## src/sact_pkg.sv

```systemverilog
// Package for the set-associative cache tag controller.
// Holds the word types, configuration register codes, reset constants and helpers.
// No dependencies.
`timescale 1ns / 1ps

package sact_pkg;

    localparam int SETS_DEF   = 8;
    localparam int WAYS_DEF   = 4;
    localparam int ADDR_W     = 32;
    localparam int CNT_W      = 32;
    localparam int CFG_DATA_W = 16;
    localparam int CFG_IDX_W  = 2;

    localparam logic [15:0] LFSR_MASK    = 16'hB400;
    localparam logic [15:0] SEED_RESET   = 16'd44257;
    localparam logic [3:0]  OFFSET_RESET = 4'd4;
    localparam logic        MODE_WRITE   = 1'b1;

    typedef enum logic [CFG_IDX_W-1:0] {
        CFG_WB_MODE = 2'd0,
        CFG_REPLACE = 2'd1,
        CFG_OFFSET  = 2'd2,
        CFG_SEED    = 2'd3
    } t_cfg_idx;

    typedef struct packed {
        logic [ADDR_W-1:0] address;
        logic              mode;
    } t_in_word;

    typedef struct packed {
        logic              hit;
        logic [1:0]        way;
        logic              fill_read;
        logic              mem_write;
        logic              write_back;
        logic [ADDR_W-1:0] victim_tag;
        logic [CNT_W-1:0]  hit_total;
        logic [CNT_W-1:0]  miss_total;
        logic [CNT_W-1:0]  mem_read_total;
        logic [CNT_W-1:0]  mem_write_total;
        logic [CNT_W-1:0]  write_back_total;
    } t_out_word;

    // Saturating counter add of a small increment.
    function automatic logic [CNT_W-1:0] sat_add(input logic [CNT_W-1:0] cnt,
                                                 input logic [1:0] inc);
        logic [CNT_W:0] sum;
        sum = {1'b0, cnt} + {{(CNT_W-1){1'b0}}, inc};
        return sum[CNT_W] ? {CNT_W{1'b1}} : sum[CNT_W-1:0];
    endfunction

    // One step of the Galois LFSR, shifting right.
    function automatic logic [15:0] lfsr_next(input logic [15:0] v);
        return (v >> 1) ^ (v[0] ? LFSR_MASK : 16'd0);
    endfunction

endpackage

```

## src/sact_tag_ram.sv

```systemverilog
// Tag memory of the cache controller: one memory per way, indexed by set.
// Read data is registered; a write to the set being read in the same cycle is forwarded.
// Depends on sact_pkg for default sizes.
`timescale 1ns / 1ps

module sact_tag_ram #(
    parameter int SETS  = sact_pkg::SETS_DEF,
    parameter int WAYS  = sact_pkg::WAYS_DEF,
    parameter int SET_W = 1,
    parameter int WAY_W = 1,
    parameter int TAG_W = 32
) (
    input  logic                           i_clk,
    input  logic                           i_rd_en,
    input  logic [SET_W-1:0]               i_rd_set,
    input  logic                           i_wr_en,
    input  logic [SET_W-1:0]               i_wr_set,
    input  logic [WAY_W-1:0]               i_wr_way,
    input  logic [TAG_W-1:0]               i_wr_tag,
    output logic [WAYS-1:0][TAG_W-1:0]     o_rd_tag
);

    for (genvar g = 0; g < WAYS; g++) begin : g_way
        logic [TAG_W-1:0] r_mem [SETS];
        logic             s_wr_here;

        assign s_wr_here = i_wr_en && (i_wr_way == WAY_W'(g));

        always_ff @(posedge i_clk) begin
            if (s_wr_here) begin
                r_mem[i_wr_set] <= i_wr_tag;
            end
        end

        always_ff @(posedge i_clk) begin
            if (i_rd_en) begin
                if (s_wr_here && (i_wr_set == i_rd_set)) begin
                    o_rd_tag[g] <= i_wr_tag;
                end else begin
                    o_rd_tag[g] <= r_mem[i_rd_set];
                end
            end
        end
    end

endmodule

```

## src/set_assoc_cache_tag_controller.sv

```systemverilog
// Accepted words go to the input register, then their results to the result register.
// Throughput: one access per cycle unless the result side stalls; the tag memory read
// is at acceptance; lookup, victim choice and state update run between the two registers.
// Reset clears valid and dirty bits and counters, sets ages to way order, loads the
// configuration defaults and the LFSR seed. No clearing pass; tags are undefined until
// written. SETS and WAYS must be powers of two; the block itself does not enforce this.
`timescale 1ns / 1ps

module set_assoc_cache_tag_controller #(
    parameter int SETS = sact_pkg::SETS_DEF,
    parameter int WAYS = sact_pkg::WAYS_DEF
) (
    input  logic                             i_clk,
    input  logic                             i_rst_n,
    input  logic                             i_in_valid,
    output logic                             o_in_ready,
    input  sact_pkg::t_in_word               i_in_word,
    output logic                             o_out_valid,
    input  logic                             i_out_ready,
    output sact_pkg::t_out_word              o_out_word,
    input  logic                             i_cfg_we,
    input  logic [sact_pkg::CFG_IDX_W-1:0]   i_cfg_index,
    input  logic [sact_pkg::CFG_DATA_W-1:0]  i_cfg_data
);

    localparam int SET_BITS = $clog2(SETS);
    localparam int SET_W    = (SET_BITS > 0) ? SET_BITS : 1;
    localparam int WAY_W    = (WAYS > 1) ? $clog2(WAYS) : 1;
    localparam int AGE_W    = WAY_W;
    localparam int TAG_W    = sact_pkg::ADDR_W - SET_BITS;
    localparam int CNT_W    = sact_pkg::CNT_W;

    // Configuration registers and LFSR.
    logic        r_wb_mode;
    logic        r_replace_mode;
    logic [3:0]  r_offset_bits;
    logic [15:0] r_lfsr;

    // Line state.
    logic [WAYS-1:0]            r_valid [SETS];
    logic [WAYS-1:0]            r_dirty [SETS];
    logic [WAYS-1:0][AGE_W-1:0] r_age   [SETS];

    // Running counters.
    logic [CNT_W-1:0] r_cnt_hit, r_cnt_miss, r_cnt_rd, r_cnt_wr, r_cnt_wb;
    logic [CNT_W-1:0] n_cnt_hit, n_cnt_miss, n_cnt_rd, n_cnt_wr, n_cnt_wb;

    // Input stage.
    logic             r_in_valid;
    logic [SET_W-1:0] r_in_set;
    logic [TAG_W-1:0] r_in_tag;
    logic             r_in_write;

    // Result stage.
    logic                r_out_valid;
    sact_pkg::t_out_word r_out_word;

    logic                        s_adv, s_acc;
    logic [sact_pkg::ADDR_W-1:0] s_block;
    logic [SET_W-1:0]            s_acc_set;
    logic [WAYS-1:0][TAG_W-1:0]  s_rd_tag;

    logic                        s_hit, s_has_empty, s_lru_found;
    logic [WAY_W-1:0]            s_hit_way, s_empty_way, s_lru_way, s_rand_way, s_way;
    logic                        s_full_miss, s_lfsr_step, s_wb, s_wt_write;
    logic [15:0]                 s_lfsr_next;
    logic [1:0]                  s_mw_cnt;
    logic [AGE_W-1:0]            s_age_ref;
    logic [WAYS-1:0][AGE_W-1:0]  n_age_row;
    logic                        n_dirty;
    logic [WAYS-1:0]             s_valid_row, s_dirty_row;
    logic [WAYS-1:0][AGE_W-1:0]  s_age_row;

    assign s_adv      = r_in_valid && (!r_out_valid || i_out_ready);
    assign o_in_ready = !r_in_valid || s_adv;
    assign s_acc      = i_in_valid && o_in_ready;

    // Block number and set index of the arriving word.
    assign s_block   = i_in_word.address >> r_offset_bits;
    assign s_acc_set = (SET_BITS > 0) ? s_block[SET_W-1:0] : '0;

    sact_tag_ram #(
        .SETS  (SETS),
        .WAYS  (WAYS),
        .SET_W (SET_W),
        .WAY_W (WAY_W),
        .TAG_W (TAG_W)
    ) u_tag_ram (
        .i_clk    (i_clk),
        .i_rd_en  (s_acc),
        .i_rd_set (s_acc_set),
        .i_wr_en  (s_adv && !s_hit),
        .i_wr_set (r_in_set),
        .i_wr_way (s_way),
        .i_wr_tag (r_in_tag),
        .o_rd_tag (s_rd_tag)
    );

    assign s_valid_row = r_valid[r_in_set];
    assign s_dirty_row = r_dirty[r_in_set];
    assign s_age_row   = r_age[r_in_set];
    assign s_lfsr_next = sact_pkg::lfsr_next(r_lfsr);
    assign s_rand_way  = (WAYS > 1) ? s_lfsr_next[WAY_W-1:0] : '0;

    always_comb begin
        s_hit       = 1'b0;
        s_hit_way   = '0;
        s_has_empty = 1'b0;
        s_empty_way = '0;
        s_lru_found = 1'b0;
        s_lru_way   = '0;
        for (int i = 0; i < WAYS; i++) begin
            if (!s_hit && s_valid_row[i] && (s_rd_tag[i] == r_in_tag)) begin
                s_hit     = 1'b1;
                s_hit_way = WAY_W'(i);
            end
            if (!s_has_empty && !s_valid_row[i]) begin
                s_has_empty = 1'b1;
                s_empty_way = WAY_W'(i);
            end
            // Ages form a permutation, so the oldest way holds the top age.
            if (!s_lru_found && (s_age_row[i] == AGE_W'(WAYS - 1))) begin
                s_lru_found = 1'b1;
                s_lru_way   = WAY_W'(i);
            end
        end

        s_full_miss = !s_hit && !s_has_empty;
        s_lfsr_step = s_full_miss && r_replace_mode;
        if (s_hit) begin
            s_way = s_hit_way;
        end else if (s_has_empty) begin
            s_way = s_empty_way;
        end else if (r_replace_mode) begin
            s_way = s_rand_way;
        end else begin
            s_way = s_lru_way;
        end

        s_wb       = !s_hit && s_valid_row[s_way] && s_dirty_row[s_way];
        s_wt_write = (r_in_write == sact_pkg::MODE_WRITE) && !r_wb_mode;
        s_mw_cnt   = {1'b0, s_wt_write} + {1'b0, s_wb};

        if (s_hit) begin
            n_dirty = (r_in_write && r_wb_mode) ? 1'b1 : s_dirty_row[s_way];
        end else begin
            n_dirty = r_in_write && r_wb_mode;
        end

        s_age_ref = s_age_row[s_way];
        for (int i = 0; i < WAYS; i++) begin
            if (WAY_W'(i) == s_way) begin
                n_age_row[i] = '0;
            end else if (s_age_row[i] < s_age_ref) begin
                n_age_row[i] = s_age_row[i] + AGE_W'(1);
            end else begin
                n_age_row[i] = s_age_row[i];
            end
        end

        n_cnt_hit  = sact_pkg::sat_add(r_cnt_hit, {1'b0, s_hit});
        n_cnt_miss = sact_pkg::sat_add(r_cnt_miss, {1'b0, !s_hit});
        n_cnt_rd   = sact_pkg::sat_add(r_cnt_rd, {1'b0, !s_hit});
        n_cnt_wr   = sact_pkg::sat_add(r_cnt_wr, s_mw_cnt);
        n_cnt_wb   = sact_pkg::sat_add(r_cnt_wb, {1'b0, s_wb});
    end

    // Configuration and LFSR.
    always_ff @(posedge i_clk) begin
        if (!i_rst_n) begin
            r_wb_mode      <= 1'b1;
            r_replace_mode <= 1'b0;
            r_offset_bits  <= sact_pkg::OFFSET_RESET;
            r_lfsr         <= sact_pkg::SEED_RESET;
        end else begin
            if (i_cfg_we) begin
                case (i_cfg_index)
                    sact_pkg::CFG_WB_MODE: r_wb_mode      <= i_cfg_data[0];
                    sact_pkg::CFG_REPLACE: r_replace_mode <= i_cfg_data[0];
                    sact_pkg::CFG_OFFSET:  r_offset_bits  <= i_cfg_data[3:0];
                    // A zero seed would lock the LFSR, so it loads as one.
                    sact_pkg::CFG_SEED: begin
                        r_lfsr <= (i_cfg_data == '0) ? 16'd1 : i_cfg_data;
                    end
                    default: ;
                endcase
            end
            if (s_adv && s_lfsr_step) begin
                r_lfsr <= s_lfsr_next;
            end
        end
    end

    // Input stage.
    always_ff @(posedge i_clk) begin
        if (!i_rst_n) begin
            r_in_valid <= 1'b0;
        end else if (s_acc) begin
            r_in_valid <= 1'b1;
        end else if (s_adv) begin
            r_in_valid <= 1'b0;
        end
    end

    always_ff @(posedge i_clk) begin
        if (s_acc) begin
            r_in_set   <= s_acc_set;
            r_in_tag   <= TAG_W'(s_block >> SET_BITS);
            r_in_write <= i_in_word.mode;
        end
    end

    // Line state and counters.
    always_ff @(posedge i_clk) begin
        if (!i_rst_n) begin
            for (int s = 0; s < SETS; s++) begin
                r_valid[s] <= '0;
                r_dirty[s] <= '0;
                for (int w = 0; w < WAYS; w++) begin
                    r_age[s][w] <= AGE_W'(w);
                end
            end
            r_cnt_hit  <= '0;
            r_cnt_miss <= '0;
            r_cnt_rd   <= '0;
            r_cnt_wr   <= '0;
            r_cnt_wb   <= '0;
        end else if (s_adv) begin
            r_valid[r_in_set][s_way] <= 1'b1;
            r_dirty[r_in_set][s_way] <= n_dirty;
            r_age[r_in_set]          <= n_age_row;
            r_cnt_hit  <= n_cnt_hit;
            r_cnt_miss <= n_cnt_miss;
            r_cnt_rd   <= n_cnt_rd;
            r_cnt_wr   <= n_cnt_wr;
            r_cnt_wb   <= n_cnt_wb;
        end
    end

    // Result stage.
    always_ff @(posedge i_clk) begin
        if (!i_rst_n) begin
            r_out_valid <= 1'b0;
        end else if (s_adv) begin
            r_out_valid <= 1'b1;
        end else if (i_out_ready) begin
            r_out_valid <= 1'b0;
        end
    end

    always_ff @(posedge i_clk) begin
        if (s_adv) begin
            r_out_word.hit              <= s_hit;
            r_out_word.way              <= 2'(s_way);
            r_out_word.fill_read        <= !s_hit;
            r_out_word.mem_write        <= (s_mw_cnt != 2'd0);
            r_out_word.write_back       <= s_wb;
            r_out_word.victim_tag       <= s_wb ? sact_pkg::ADDR_W'(s_rd_tag[s_way]) : '0;
            r_out_word.hit_total        <= n_cnt_hit;
            r_out_word.miss_total       <= n_cnt_miss;
            r_out_word.mem_read_total   <= n_cnt_rd;
            r_out_word.mem_write_total  <= n_cnt_wr;
            r_out_word.write_back_total <= n_cnt_wb;
        end
    end

    assign o_out_valid = r_out_valid;
    assign o_out_word  = r_out_word;

    // Every miss reads a block, so the two totals move together.
    a_read_tracks_miss: assert property (@(posedge i_clk) disable iff (!i_rst_n)
        o_out_valid |-> (o_out_word.mem_read_total == o_out_word.miss_total))
        else $error("memory read total differs from miss total");

    a_wb_is_miss_write: assert property (@(posedge i_clk) disable iff (!i_rst_n)
        (o_out_valid && o_out_word.write_back) |->
            (o_out_word.mem_write && !o_out_word.hit))
        else $error("write-back without a miss and a memory write");

    a_touched_age_zero: assert property (@(posedge i_clk) disable iff (!i_rst_n)
        s_adv |=> (r_age[$past(r_in_set)][$past(s_way)] == '0))
        else $error("touched way did not become most recent");

    a_touched_line_valid: assert property (@(posedge i_clk) disable iff (!i_rst_n)
        s_adv |=> r_valid[$past(r_in_set)][$past(s_way)])
        else $error("accessed line is not valid afterwards");

    a_lfsr_nonzero: assert property (@(posedge i_clk) disable iff (!i_rst_n)
        r_lfsr != '0)
        else $error("victim LFSR locked at zero");

endmodule

```

## config.mk

```make
export PLATFORM = sky130hd
export DESIGN_NAME = set_assoc_cache_tag_controller
export DESIGN_NICKNAME = d
export VERILOG_FILES = /design/src/sact_pkg.sv /design/src/sact_tag_ram.sv /design/src/set_assoc_cache_tag_controller.sv
export SDC_FILE = /design/constraint.sdc
export NUM_CORES = 2
export LEC_CHECK = 0
export BUFFER_PORTS_ARGS = -buffer_cell sky130_fd_sc_hd__buf_2
export CORE_UTILIZATION = 45
export DETAILED_ROUTE_END_ITERATION = 7
export GPL_TIMING_DRIVEN = 0
export PLACE_DENSITY = 0.58
export SYNTH_ARGS = -nofsm -noshare
export SYNTH_HDL_FRONTEND = slang
export SYNTH_HIERARCHICAL = 1
export SYNTH_SLANG_ARGS = --single-unit
```

## constraint.sdc

```tcl
create_clock -name i_clk -period 10.85 [get_ports i_clk]
set_input_delay 1.085 -clock i_clk [delete_from_list [all_inputs] [get_ports i_clk]]
set_output_delay 1.085 -clock i_clk [all_outputs]
set_load 0.02 [all_outputs]
```

==> flow_summary.toml <==
[global_routing]
antenna_found_initial = 31
grt_start_max_net_pins = 85
grt_use_total_pct = 25.7
globalRouteOverflowTotal = 0
grt_pass1_vias = 39300
grt_pass1_wl_um = 282000

[power]
net_switching_share_of_the_total_power_pct = 24.4
power.static_leakage_nw = 26.9
clockPowerShare_pct = 39.9
power.density_cell_area_nw_per_um2 = 178
max-vdd-ir-drop_v = 0.000124
p_sw_mw = 3.47
p_comb_share_pct = 10.9
pwr-share-seq_pct = 49.1
p_int_mw = 10.8
total_power_mw = 14.2

[synth]
netlist.area_leader.share_pct = 60.3
post_synth_main_area_contributors = "edfxtp_1, mux4_2, dfxtp_1"
yosysSeqAreaShare_pct = 66.8
synth_compound_gate_area_share_pct = 5.46
synthXorXnorAreaFrac_pct = 3.19
synth_cell_type_count = 76
postSynthRegisterBits = 1587
synth.largest_area_cell = "edfxtp_1"
dominant_combinational_cell_family_by_area_after_synthesis = "multiplexers"
asyncSetResetFlopFracSynth_pct = 0
ys_top_cells_by_count = "edfxtp_1, nand2_1, mux4_2"
synth_enable_flop_cells = 1368
netlist_instances = 4395
synth.most_common_cell = "edfxtp_1"
yosysWarningCount = 6
synth_adder_area_share_pct = 0.397
yosys-mux-area-fraction_pct = 14.9
syn_avg_cell_area_um2 = 15.5
synth.cell_area_um2 = 68100
ys_dominant_reg_cell = "edfxtp_1"
synth_simple_gate_area_share_pct = 7.22

[critical_path]
timing.reg2reg.worst_path_depth = 32
crit_arrival_ns = 10.40
critical-path-slowest-cell = "nor4_1"
timing.critical_path.to_type = "flop"
worstPathRequired_ns = 11.56
timing.critical_path.slowest_cell_delay_ns = 0.67
timing.setup.critical_path_class = "reg -> reg"
startpoint_type = "flop"
path_delay_family = "buffers and inverters"
worst_path_most_repeated_cell = "buf_2"
worst-path-stages = 32
timing.critical_path.fanout_max = 10
worst-path-buf-inv = 12

[layout]
area_growth_pct = 17.4
ratio_of_cells_with_drive_above_1_in_the_final_layout_pct = 25.3
final_nets = 4991
final_util_pct = 53.3

[sta]
report.final.setup_viol = 0
final.period_utilization_pct = 89.3
worstMarginPinSlew_ns = 1.42
achievable-frequency_mhz = 103
maxSlewHeadroom_pct = 4.69
finalHoldViolations = 0
rsz_0062_raised_after_global_routing = "no"
final_critical_path_required_period_ns = 9.69
final-max-slew-violation-count = 0
clock_skew_ns = 0.0385

[route]
detailroute.wirelength.met2_um = 91100
detailroute.via_count = 41500
final_antenna_net_count = 0
drt_wl_total_um = 198000
drt_pass1_iterations = 6
violation_count_after_the_first_detailed_route_iteration = 4477
highest_layer = "met5"
wirelength_met1_um = 84900
routed-wl-met3_um = 15500
route.detailed.vias_per_inst = 5.87
post_drt_wl_per_cell_um = 28.0
drc_errors = 0

[clocking]
cts_post_setup_buffers_inserted = 0
cts_tree = "built"
cts_resized = 0
cts_buffer_depth = 3
clkSlewWorstSetupHoldPaths_ns = 0.06
cts.hold.buffers_added = 0
cts_num_sinks = 1587
clock_tree.htree_level_count = 4
cts_buffers = 165
clk_root_buffer_cell = "clkbuf_16"
skew_pair_late_insertion_delay_ns = 0.82

[die]
initial_utilization_pct = 45.4
fp.coreArea_um2 = 150000
fp.dieW_um = 391
total_die_area_um2 = 153000
design.portCount = 256
num_rows = 142
die_y_um = 391

[hold_path]
worstHoldPathCells = 2
worstHoldPathType = "reg -> reg"

[place]
gp_congestion = 0.944
detailedPlacementHpwl_um = 142000
placement.io_buffers = 251

[outcome]
status = "completed"

[job]
cap_viol_max_count = 0
==> final timing paths <==
kind	start	end	slack [ns]
max	flop	r_cnt_wr[1]	1.16
min	r_valid[6][0]	r_valid[6][0]	0.44
max reg2reg	flop	r_cnt_wr[1]	1.16
min reg2reg	r_valid[6][0]	r_valid[6][0]	0.44
==> routing by layer <==
metal | up-vias | track usage (%)
li1 | 18200 | -
met1 | 21300 | 36.9
met2 | 1738 | 39.5
met3 | 321 | 4.73
met4 | 2 | 8.31
met5 | - | 0
==> logic make-up after synthesis <==
| group | count (synthesis) |
|---|---|
| buffers and inverters | 301 |
| and+or+nand+nor | 1059 |
| other | 1 |
| DFF | 1587 |
| adders and majority gates | 21 |
| AOI/OAI and AO/OA | 548 |
| xor gates and xnor gates | 247 |
| muxes | 631 |
==> worst register-to-register path: cells and delay by family, from the launching register on <==
| kind | cells | cell delay, ns |
|---|---|---|
| AO/OA/AOI/OAI | 8 | 2.17 |
| flip-flops | 1 | 0.51 |
| buffers and inverters | 12 | 3.05 |
| multiplexers | 2 | 1.01 |
| adder cells (fa/ha/maj) | 4 | 1.12 |
| AND/OR/NAND/NOR | 6 | 1.73 |
==> layout make-up <==
| class | count | area (um^2) |
|---|---|---|
| fillers | 12200 | 70000 |
| flip-flops and latches | 1587 | 45500 |
| multi-input cells | 2509 | 21500 |
| clock buffers | 210 | 4380 |
| repair buffers | 350 | 3630 |
| well taps | 2016 | 2520 |
| plain buffers | 259 | 1240 |
| clock inverters | 88 | 1010 |
| inverters | 42 | 163 |
| diodes | 15 | 37.5 |
==> stage by stage <==
stage,cells,area [um^2],worst slack [ns],TNS [ns],hold WS (ns)
2_1_floorplan,4397,68100,2.78,0,0.415
3_3_place_gp,6664,71900,-0.898,-173.73,0.427
3_5_place_dp,6762,74500,1.21,0,0.431
4_1_cts,7060,79900,1.18,0,0.401
5_1_grt,7072,79900,0.470,0,0.424
6_report,7076,79900,1.16,0,0.444
==> sequential cells by signal, indices dropped and copies added, names as in the netlist, 64 cells and up, named ones only <==
| register | count |
|---|---|
| r_age | 64 |
| u_tag_ram/o_rd_tag | 116 |
| o_out_word | 195 |
| u_tag_ram/g_way.r_mem | 928 |
==> power by group through the flow <==
stage,registers (mW),logic (mW),clock network (mW)
floorplan,7.12,0.850,0
global placement,7.26,1.31,0
detailed placement,7.12,1.54,0
CTS,7.00,1.55,5.78
global route,7.00,1.64,6.01
finish,7.00,1.56,5.69
==> placed cells by master, fill, tap and decap left out, drive strengths merged, types with 7 or more instances in the layout <==
cell type	Yosys	layout
nand3b	10	10
a31oi	26	26
nor2	236	236
dfxtp	219	219
inv	41	49
buf	89	439
a211o	44	44
nor2b	15	15
nand4b	11	11
nor4	50	50
mux2	265	265
nand4	28	28
a311oi	68	68
and3	54	54
edfxtp	1368	1368
a211oi	77	77
nor3	46	46
xnor2	82	82
mux2i	89	89
and4	11	11
o21ai	115	115
mux4	277	277
a21oi	170	170
diode	0	15
clkbuf	170	380
nand2	425	425
ha	20	20
xor2	165	165
nand3	85	85
nand2b	16	16
bufinv	0	18
o21a	7	7
clkinv	1	60
and2	49	49
Power figures use the tool's default switching activity.
